==> config.mk <==
export PLATFORM = sky130hd
export DESIGN_NAME = elevator_controller_top
export DESIGN_NICKNAME = d
export VERILOG_FILES = /design/src/rtl/core/elev_pkg.sv /design/src/rtl/core/elev_fsm.sv /design/src/rtl/core/elevator_controller_top.sv
export SDC_FILE = /design/constraint.sdc
export NUM_CORES = 1
export LEC_CHECK = 0
export ABC_CLOCK_PERIOD_IN_PS = 6100
export BUFFER_PORTS_ARGS = -buffer_cell sky130_fd_sc_hd__buf_2
export CORE_UTILIZATION = 45
export CTS_CLUSTER_SIZE = 16
export DETAILED_ROUTE_END_ITERATION = 16
export PLACE_DENSITY = 0.67
export SLEW_MARGIN = 10
export SYNTH_ARGS = -nofsm -noshare
export SYNTH_HDL_FRONTEND = slang
export SYNTH_HIERARCHICAL = 1
export SYNTH_SLANG_ARGS = --single-unit
==> constraint.sdc <==
create_clock -name clk_i -period 6.1 [get_ports clk_i]
set_input_delay 0.305 -clock clk_i [delete_from_list [all_inputs] [get_ports clk_i]]
set_output_delay 0.305 -clock clk_i [all_outputs]
set_load 0.005 [all_outputs]
==> src/rtl/core/elev_pkg.sv <==
package elev_pkg;

  localparam int MAX_FLOORS        = 15;
  localparam int FLOOR_COUNT_DEF   = 6;
  localparam int FLOOR_W           = 4;
  localparam int TICK_W            = 8;
  localparam int STATE_W           = 3;
  localparam int APB_DATA_W        = 32;
  localparam int APB_ADDR_W        = 4;

  localparam logic [TICK_W-1:0] TRAVEL_RST  = TICK_W'(10);
  localparam logic [TICK_W-1:0] OPENING_RST = TICK_W'(5);
  localparam logic [TICK_W-1:0] OPEN_RST    = TICK_W'(20);
  localparam logic [TICK_W-1:0] CLOSING_RST = TICK_W'(5);

  localparam logic [1:0] REG_TRAVEL  = 2'd0;
  localparam logic [1:0] REG_OPENING = 2'd1;
  localparam logic [1:0] REG_OPEN    = 2'd2;
  localparam logic [1:0] REG_CLOSING = 2'd3;

  localparam logic CMD_REQUEST = 1'b0;
  localparam logic CMD_TICK    = 1'b1;

  typedef enum logic [STATE_W-1:0] {
    ST_IDLE    = 3'd0,
    ST_UP      = 3'd1,
    ST_DOWN    = 3'd2,
    ST_OPENING = 3'd3,
    ST_OPEN    = 3'd4,
    ST_CLOSING = 3'd5
  } car_state_e;

  typedef struct packed {
    logic [TICK_W-1:0] travel;
    logic [TICK_W-1:0] opening;
    logic [TICK_W-1:0] open_t;
    logic [TICK_W-1:0] closing;
  } timing_t;

  typedef struct packed {
    car_state_e              state;
    logic [FLOOR_W-1:0]      floor;
    logic [FLOOR_W-1:0]      target;
    logic                    tgt_valid;
    logic [MAX_FLOORS-1:0]   pending;
    logic [MAX_FLOORS-1:0]   lamp;
  } car_status_t;

endpackage

==> src/rtl/core/elev_fsm.sv <==
module elev_fsm
  import elev_pkg::*;
#(
  parameter int FLOOR_COUNT = FLOOR_COUNT_DEF
) (
  input  logic               clk_i,
  input  logic               rst_ni,
  input  logic               item_en_i,
  input  logic               command_i,
  input  logic [FLOOR_W-1:0] requested_floor_i,
  input  timing_t            timing_i,
  output car_status_t        status_o
);

  car_state_e              state_q, state_d;
  logic [FLOOR_W-1:0]      car_q, car_d;
  logic [FLOOR_W-1:0]      goal_q, goal_d;
  logic [FLOOR_COUNT-1:0]  pend_q, pend_d;
  logic [TICK_W-1:0]       phase_q, phase_d;

  logic                    is_tick;
  logic [FLOOR_COUNT-1:0]  req_bit;
  logic [FLOOR_COUNT-1:0]  pend_v;
  logic [TICK_W-1:0]       phase_v;

  // target selection: current floor, then nearest above, then nearest below
  logic [FLOOR_W-1:0]      above_fl, below_fl, tgt_fl;
  logic                    above_hit, below_hit, here_hit;
  logic [FLOOR_COUNT-1:0]  here_bit;

  // arrival at next floor while moving
  logic [FLOOR_W-1:0]      next_fl;
  logic [FLOOR_COUNT-1:0]  next_bit;
  logic                    reached;

  always_comb begin
    is_tick = (command_i == CMD_TICK);
    for (int i = 0; i < FLOOR_COUNT; i++) begin
      req_bit[i]  = (requested_floor_i == FLOOR_W'(i + 1));
      here_bit[i] = (car_q == FLOOR_W'(i + 1));
    end
    pend_v  = is_tick ? pend_q : (pend_q | req_bit);
    phase_v = is_tick ? phase_q + TICK_W'(1) : phase_q;

    here_hit  = |(pend_v & here_bit);
    above_hit = 1'b0;
    above_fl  = car_q;
    for (int i = FLOOR_COUNT - 1; i >= 0; i--) begin
      if (pend_v[i] && FLOOR_W'(i + 1) > car_q) begin
        above_hit = 1'b1;
        above_fl  = FLOOR_W'(i + 1);
      end
    end
    below_hit = 1'b0;
    below_fl  = car_q;
    for (int i = 0; i < FLOOR_COUNT; i++) begin
      if (pend_v[i] && FLOOR_W'(i + 1) < car_q) begin
        below_hit = 1'b1;
        below_fl  = FLOOR_W'(i + 1);
      end
    end
    if (here_hit) begin
      tgt_fl = car_q;
    end else if (above_hit) begin
      tgt_fl = above_fl;
    end else if (below_hit) begin
      tgt_fl = below_fl;
    end else begin
      tgt_fl = car_q;
    end

    next_fl = (state_q == ST_UP) ? car_q + FLOOR_W'(1) : car_q - FLOOR_W'(1);
    for (int i = 0; i < FLOOR_COUNT; i++) begin
      next_bit[i] = (next_fl == FLOOR_W'(i + 1));
    end
    reached = (state_q == ST_UP) ? (next_fl >= goal_q) : (next_fl <= goal_q);
  end

  always_comb begin
    state_d = state_q;
    car_d   = car_q;
    goal_d  = goal_q;
    pend_d  = pend_v;
    phase_d = phase_v;

    unique case (state_q) inside
      ST_IDLE, ST_CLOSING: begin
        if ((state_q == ST_IDLE && !is_tick) ||
            (state_q == ST_CLOSING && is_tick && phase_v >= timing_i.closing)) begin
          phase_d = '0;
          if (pend_v == '0) begin
            state_d = ST_IDLE;
          end else begin
            goal_d = tgt_fl;
            if (tgt_fl > car_q) begin
              state_d = ST_UP;
            end else if (tgt_fl < car_q) begin
              state_d = ST_DOWN;
            end else begin
              pend_d  = pend_v & ~here_bit;
              state_d = ST_OPENING;
            end
          end
        end
      end
      ST_UP, ST_DOWN: begin
        if (is_tick && phase_v >= timing_i.travel) begin
          phase_d = '0;
          car_d   = next_fl;
          if (reached || |(pend_v & next_bit)) begin
            pend_d  = pend_v & ~next_bit;
            state_d = ST_OPENING;
          end
        end
      end
      ST_OPENING: begin
        if (is_tick && phase_v >= timing_i.opening) begin
          phase_d = '0;
          state_d = ST_OPEN;
        end
      end
      ST_OPEN: begin
        if (is_tick && phase_v >= timing_i.open_t) begin
          phase_d = '0;
          state_d = ST_CLOSING;
        end
      end
      default: begin
        phase_d = '0;
        state_d = ST_IDLE;
      end
    endcase
  end

  always_ff @(posedge clk_i or negedge rst_ni) begin
    if (!rst_ni) begin
      state_q <= ST_IDLE;
      car_q   <= FLOOR_W'(1);
      goal_q  <= FLOOR_W'(1);
      pend_q  <= '0;
      phase_q <= '0;
    end else if (item_en_i) begin
      state_q <= state_d;
      car_q   <= car_d;
      goal_q  <= goal_d;
      pend_q  <= pend_d;
      phase_q <= phase_d;
    end
  end

  // result of this item, taken from the post-update state
  always_comb begin
    status_o           = '0;
    status_o.state     = state_d;
    status_o.floor     = car_d;
    status_o.tgt_valid = !(state_d == ST_IDLE && pend_d == '0);
    status_o.target    = status_o.tgt_valid ? goal_d : '0;
    status_o.pending   = MAX_FLOORS'(pend_d);
    for (int i = 0; i < MAX_FLOORS; i++) begin
      status_o.lamp[i] = (car_d == FLOOR_W'(i + 1));
    end
  end

endmodule

==> src/rtl/core/elevator_controller_top.sv <==
// An accepted request's result is written into the output register and shown in the next cycle.
// Throughput: one request per cycle; a new request is taken whenever the output
// register is empty or being emptied in the same cycle.
// Reset (rst_ni low, asynchronous): car idle at floor 1, no pending floors,
// output empty, timing registers back to 10/5/20/5 ticks.
module elevator_controller_top
  import elev_pkg::*;
#(
  parameter int FLOOR_COUNT = FLOOR_COUNT_DEF
) (
  input  logic                  clk_i,
  input  logic                  rst_ni,

  input  logic                  psel,
  input  logic                  penable,
  input  logic                  pwrite,
  input  logic [APB_ADDR_W-1:0] paddr,
  input  logic [APB_DATA_W-1:0] pwdata,
  output logic [APB_DATA_W-1:0] prdata,
  output logic                  pready,

  input  logic                  in_valid_i,
  output logic                  in_stall_o,
  input  logic                  command_i,
  input  logic [FLOOR_W-1:0]    requested_floor_i,

  output logic                  out_valid_o,
  input  logic                  out_stall_i,
  output logic [STATE_W-1:0]    car_state_o,
  output logic [FLOOR_W-1:0]    current_floor_o,
  output logic [FLOOR_W-1:0]    target_floor_o,
  output logic                  target_valid_o,
  output logic [MAX_FLOORS-1:0] pending_mask_o,
  output logic [MAX_FLOORS-1:0] floor_indicator_o
);

  timing_t     timing_q;
  logic [1:0]  reg_idx;
  logic        cfg_wr;
  logic        accept;
  logic        out_valid_q;
  car_status_t status_d, status_q;

  assign pready  = 1'b1;
  assign reg_idx = paddr[3:2];
  assign cfg_wr  = psel && penable && pwrite && pready;

  always_ff @(posedge clk_i or negedge rst_ni) begin
    if (!rst_ni) begin
      timing_q.travel  <= TRAVEL_RST;
      timing_q.opening <= OPENING_RST;
      timing_q.open_t  <= OPEN_RST;
      timing_q.closing <= CLOSING_RST;
    end else if (cfg_wr) begin
      unique case (reg_idx)
        REG_TRAVEL:  timing_q.travel  <= pwdata[TICK_W-1:0];
        REG_OPENING: timing_q.opening <= pwdata[TICK_W-1:0];
        REG_OPEN:    timing_q.open_t  <= pwdata[TICK_W-1:0];
        REG_CLOSING: timing_q.closing <= pwdata[TICK_W-1:0];
        default:     ;
      endcase
    end
  end

  always_comb begin
    unique case (reg_idx)
      REG_TRAVEL:  prdata = APB_DATA_W'(timing_q.travel);
      REG_OPENING: prdata = APB_DATA_W'(timing_q.opening);
      REG_OPEN:    prdata = APB_DATA_W'(timing_q.open_t);
      REG_CLOSING: prdata = APB_DATA_W'(timing_q.closing);
      default:     prdata = '0;
    endcase
  end

  // output register drains in the same cycle it refills
  assign in_stall_o = out_valid_q && out_stall_i;
  assign accept     = in_valid_i && !in_stall_o;

  elev_fsm #(
    .FLOOR_COUNT(FLOOR_COUNT)
  ) u_fsm (
    .clk_i             (clk_i),
    .rst_ni            (rst_ni),
    .item_en_i         (accept),
    .command_i         (command_i),
    .requested_floor_i (requested_floor_i),
    .timing_i          (timing_q),
    .status_o          (status_d)
  );

  always_ff @(posedge clk_i or negedge rst_ni) begin
    if (!rst_ni) begin
      out_valid_q <= 1'b0;
    end else if (accept) begin
      out_valid_q <= 1'b1;
    end else if (!out_stall_i) begin
      out_valid_q <= 1'b0;
    end
  end

  always_ff @(posedge clk_i) begin
    if (accept) begin
      status_q <= status_d;
    end
  end

  assign out_valid_o       = out_valid_q;
  assign car_state_o       = status_q.state;
  assign current_floor_o   = status_q.floor;
  assign target_floor_o    = status_q.target;
  assign target_valid_o    = status_q.tgt_valid;
  assign pending_mask_o    = status_q.pending;
  assign floor_indicator_o = status_q.lamp;

endmodule

# --- Word-level counts from Yosys, hierarchy flattened ---
# Cells that the tools add are included.
op_classes:
  n_mux: 60
  bitwise: 7
  n_reduce_logical: 41
  n_addsub: 3
  n_eq_ne: 42
  n_lt_le_gt_ge: 20
op_table:
  columns: ["operator", "count"]
  rows:
  - ["$pmux 32 s4", 1]
  - ["$mux 4", 21]
  - ["$eq 4x3->1 const B", 13]
  - ["$mux 6", 7]
  - ["$mux 8", 5]
  - ["$eq 4x2->1 const B", 8]
  - ["$eq 4x4->1 const B", 8]
  - ["$ge 8x8->1", 4]
  - ["$pmux 8 s4", 1]
  - ["$and 6x6->6", 4]
  - ["$logic_and 1x1->1", 23]
  - ["$mux 3", 7]
  - ["$eq 4x1->1 const B", 4]
  - ["$mux 1", 16]
  - ["$gt 3x4->1 const A", 3]
  - ["$logic_not 6->1", 2]
  - ["$lt 3x4->1 const A", 3]
  - ["$not 6->6", 2]
  - ["$pmux 3 s4", 1]
  - ["$pmux 6 s2", 1]
  - ["$reduce_or 6->1", 2]
  - ["$add 8x1->8 const B", 1]
  - ["$gt 2x4->1 const A", 2]
  - ["$lt 2x4->1 const A", 2]
  - ["other kinds (21)", 32]
word_totals:
  out_inout_bits: 77
  inputBits: 48
  register_bits: 91
  wordCells: 189

# --- Depth between registers and ports, before layout ---
logic_depth:
  depth_word: 22
  ltp_mapped: 20
  ltp_nobuf: 19

# --- Modules after synthesis ---
# Netlist, hierarchy kept.
by_module_without_submodules:
  columns: ["mod", "seq_area_each_um2", "cells_per_inst", "area_per_inst_um2", "n_inst"]
  rows:
  - ["elev_fsm", 628.1, 497, 3618.5, 1]
  - ["elevator_controller_top", 2097.0, 153, 2960.3, 1]

# --- Worst setup path after synthesis ---
# Ideal clock, no wire load.
synth_path:
  path_kind: "register to register"
  from: "reg u_fsm.car_q[0]"
  to: "reg status_q, in the netlist target_floor_o[1], data pin"
  period_less_slack_ns: 4.618
  path_stages_with_launch: 20
  setup_slack_ns: 1.482
  setup_ns: 0.266
  t_arrival_ns: 4.353
  required_ns: 5.834
  path_buffers: 1
  cell_sequence: "dfstp_2 > inv_1 > ha_1 > buf_1 > o21ai_0 > or3b_2 > o21ai_0 > nor2_1 > mux2i_1 > o21ai_0 > ha_1 > nand4_1 > a311oi_1 > nand2_1 > nand3_1 > nand2_1 > o311a_1 > or4_4 > nor4_4 > nor2_1"
synth_rtl:
  columns: ["element", "line_no", "text"]
  rows:
  - ["start: declaration", "elev_fsm.sv:16", "logic [FLOOR_W-1:0] car_q, car_d;"]
  - ["start signal: assignment", "elev_fsm.sv:144", "car_q <= car_d;"]
  - ["end signal: assignment", "elevator_controller_top.sv:103", "status_q <= status_d;"]
  - ["end: declaration", "elevator_controller_top.sv:42", "car_status_t status_d, status_q;"]

==> flow_metrics.env <==
export IMPL_pwr_share_clk_pct=17.8
export IMPL_tns_ns=0
export IMPL_synth_top_family_by_area="simple AND/OR/NAND/NOR gates"
export IMPL_rows=43
export IMPL_synthesis_area_sq_mm=0.00658
export IMPL_max_freq_ghz=0.185
export IMPL_dp_hpwl_microns=11800
export IMPL_muxShareOfSynthArea_pct=10.0
export IMPL_avgViaCountPerCell=5.62
export IMPL_mostFrequentLayoutCells="73 x buf_2, 57 x inv_1, 52 x nor2_1"
export IMPL_switching_share_pct=43.9
export IMPL_vias=5073
export IMPL_drt_initial_drc_count=406
export IMPL_required_ns=6.18
export IMPL_grt_start_max_net_pins=59
export IMPL_fin_crit_sh_pct=88.8
export IMPL_numCtsBuffers=9
export IMPL_syn_to_final_growth_pct=11.2
export IMPL_p_int_w=0.00192
export IMPL_num_antenna_cells=0
export IMPL_cts_root_buf="clkbuf_16"
export IMPL_cpPeakStageDelay_ns=0.75
export IMPL_synth_compound_area_share_pct=13.9
export IMPL_grt_pass1_vias=5054
export IMPL_finalCriticalPeriod_ns=5.42
export IMPL_route_detailed_drc=0
export IMPL_holdWs_ns=0.0950
export IMPL_clock_latency_ns=0.36
export IMPL_synth_top_area_cell="edfxtp_1"
export IMPL_start_util_pct=46.7
export IMPL_ys_async_sr_fraction_pct=58.0
export IMPL_p_sw_w=0.00150
export IMPL_filler_cell_count=1309
export IMPL_setup_violations=0
export IMPL_yosysTopAreaCellShare_pct=19.2
export IMPL_cts_hold_fix_buffers=0
export IMPL_met2_length_microns=7860
export IMPL_cts_resized=0
export IMPL_critical_path_class="flip-flop to flip-flop"
export IMPL_critPathSlowestCell="a211oi_1"
export IMPL_worst_slew_pin_slew_ns=1.06
export IMPL_dominantRegCellSynth="dfrtp_1"
export IMPL_cts_htree_levels=3
export IMPL_pin_count=125
export IMPL_cp_max_fo=9
export IMPL_layout_drive_gt1_share_pct=24.6
export IMPL_avgSynthCellArea_sq_um=10.1
export IMPL_finalHoldViolCount=0
export IMPL_seqPwrFrac_pct=30.8
export IMPL_antenna_found_initial=0
export IMPL_synthCells=650
export IMPL_path_clk_slew_ns=0.07
export IMPL_synth_xor_area_share_pct=2.34
export IMPL_fp_dieW_microns=123
export IMPL_ir_drop_v=0.000186
export IMPL_power_leakage_nw=3.24
export IMPL_hp_class="input port to async pin"
export IMPL_dieArea_sq_mm=0.0151
export IMPL_drv_cap=0
export IMPL_yosysUniqueCellTypes=77
export IMPL_wl_per_cell_microns=17.5
export IMPL_relSlewSlack_pct=29.3
export IMPL_synth_simple_area_share_pct=14.7
export IMPL_synth_area_leaders="edfxtp_1 19%, dfrtp_1 18%, ha_1 8.7%, mux2_2 6.5%, buf_4 4.0%"
export IMPL_wl_met1_microns=6920
export IMPL_grtUsageTotal_pct=22.1
export IMPL_synth_seq_area_share_pct=41.4
export IMPL_drt_pass1_iterations=5
export IMPL_worstPathCellList="inv_1 > ha_1 > inv_1 > o22ai_1 > a211oi_1 > a211oi_1 > a31oi_1 > a22o_1 > ha_1 > nand4_1 > a311oi_1 > nand2_1 > nand3_1 > nand2_1 > o311a_1 > or4_4 > nor4_4 > nor3_1"
export IMPL_slew_viol_final=0
export IMPL_ant_nets=0
export IMPL_finalWirelength_microns=15800
export IMPL_tritoncts="built"
export IMPL_status="finished, final reports clean"
export IMPL_io_buffers=73
export IMPL_grt_first_pass_wirelength_microns=25500
export IMPL_endpoint_kind="flip-flop"
export IMPL_clk_path_buf_depth=2
export IMPL_pwr_share_comb_pct=51.4
export IMPL_powerDensity_mw_per_mm2=467
export IMPL_yosysWarnings=6
export IMPL_grt_ovfl_total=0
export IMPL_final_common_cell="buf_2"
export IMPL_crit_arrival_ns=5.49
export IMPL_coreArea_sq_mm=0.0141
export IMPL_synth_edf_count=42
export IMPL_gp_congestion=0.929
export IMPL_clock_sinks=100
export IMPL_routed_top_layer="met4"
export IMPL_rsz0062_at_grt="false"
export IMPL_layout_nets=812
export IMPL_die_h_microns=123
export IMPL_post_cts_buffers=0
export IMPL_ys_seq_elements=100
export IMPL_clock_skew_ns=0.00959
export IMPL_wl_met3_microns=717
export IMPL_start_kind="flip-flop"
export IMPL_synth_adder_area_share_pct=8.75
==> metal layers <==
metal | global-route usage [%] | vias up
met5 | 0 | -
met4 | 7.93 | 0
met3 | 3.27 | 25
met2 | 37.1 | 148
met1 | 28.8 | 2489
li1 | - | 2411
==> cell type report <==
cell class,instances,area [sq um],area share (%)
sequential,100,2730,37.2
inverter,61,229,3.13
clock buffer,9,225,3.08
tap,180,225,3.08
multi-input combinational,466,3400,46.5
timing repair buffer,80,418,5.71
clock inverter,7,92.6,1.27
==> final timing paths <==
path	slack (ns)	depth (start not counted)	start	endpoint
setup / recovery	0.68	18	u_fsm/car_q[0]$_DFFE_PN1P_	target_floor_o[3]$_DFFE_PP_
hold / removal	0.1	2	rst_ni	timing_q[1]$_DFFE_PN0P_
setup reg to reg	0.68	18	u_fsm/car_q[0]$_DFFE_PN1P_	target_floor_o[3]$_DFFE_PP_
hold reg to reg	0.53	2	u_fsm/goal_q[3]$_DFFE_PN0P_	u_fsm/goal_q[3]$_DFFE_PN0P_
max in group asynchronous	5.51	2	rst_ni	u_fsm/goal_q[2]$_DFFE_PN0P_
min in group clk_i	0.16	2	in_valid_i	out_valid_o$_DFFE_PN0P_
==> critical path, delay by kind of cell (launching register included) <==
family                     cells  cell delay [ns]
AOI/OAI and AO/OA              7             2.26
and+or+nand+nor                7             1.48
adders and majority gates      2             0.71
DFF                            1             0.38
buffers and inverters          2             0.31
==> logic make-up after synthesis <==
logic type / after synthesis
and+or+nand+nor: 179
muxes: 51
buffers and inverters: 115
adders and majority gates: 46
other: 3
DFF: 100
AOI/OAI and AO/OA: 141
xor gates and xnor gates: 15
==> power groups by stage <==
stage                     registers [W]  logic [W]  clock network [W]
final                           0.00105    0.00176           0.000609
after detailed placement        0.00107    0.00171                  0
after CTS                       0.00105    0.00173           0.000627
after floorplan                 0.00101    0.00128                  0
after global routing            0.00108    0.00195           0.000654
after global placement          0.00105    0.00167                  0
==> flip-flops by register name, indices dropped and copies added, names as in the netlist, 3 cells and up <==
signal	count
car_state_o	3
current_floor_o	4
floor_indicator_o	15
pending_mask_o	15
target_floor_o	4
timing_q	32
u_fsm/car_q	4
u_fsm/goal_q	4
u_fsm/pend_q	6
u_fsm/phase_q	8
u_fsm/state_q	3
==> Yosys cell counts, types with 7 or more instances <==
master     n
nor2b_1   10
mux2_2    38
xnor2_1   12
nand4_1    7
edfxtp_1  42
buf_4     35
mux4_2     8
ha_1      46
nor3_1    13
dfrtp_1   48
a21oi_1   39
dfstp_2   10
nand3_1   14
inv_1     57
clkbuf_1  12
nand2b_1   9
nor2_1    52
nand2_1   38
o21ai_0   32
==> stage by stage <==
stage               utilization, %  total power [W]  cells  area [sq um]  setup WS (ns)
floorplan                        -          0.00228    681          6700           1.48
global placement              49.7          0.00272    887          7000          0.883
detailed placement            49.7          0.00278    887          7000          0.778
CTS                           51.9          0.00340    903          7320          0.776
global route                  51.9          0.00368    903          7320          0.353
finish                        51.9          0.00342    903          7320          0.684
No activity file was read; power rests on OpenSTA's default activity.
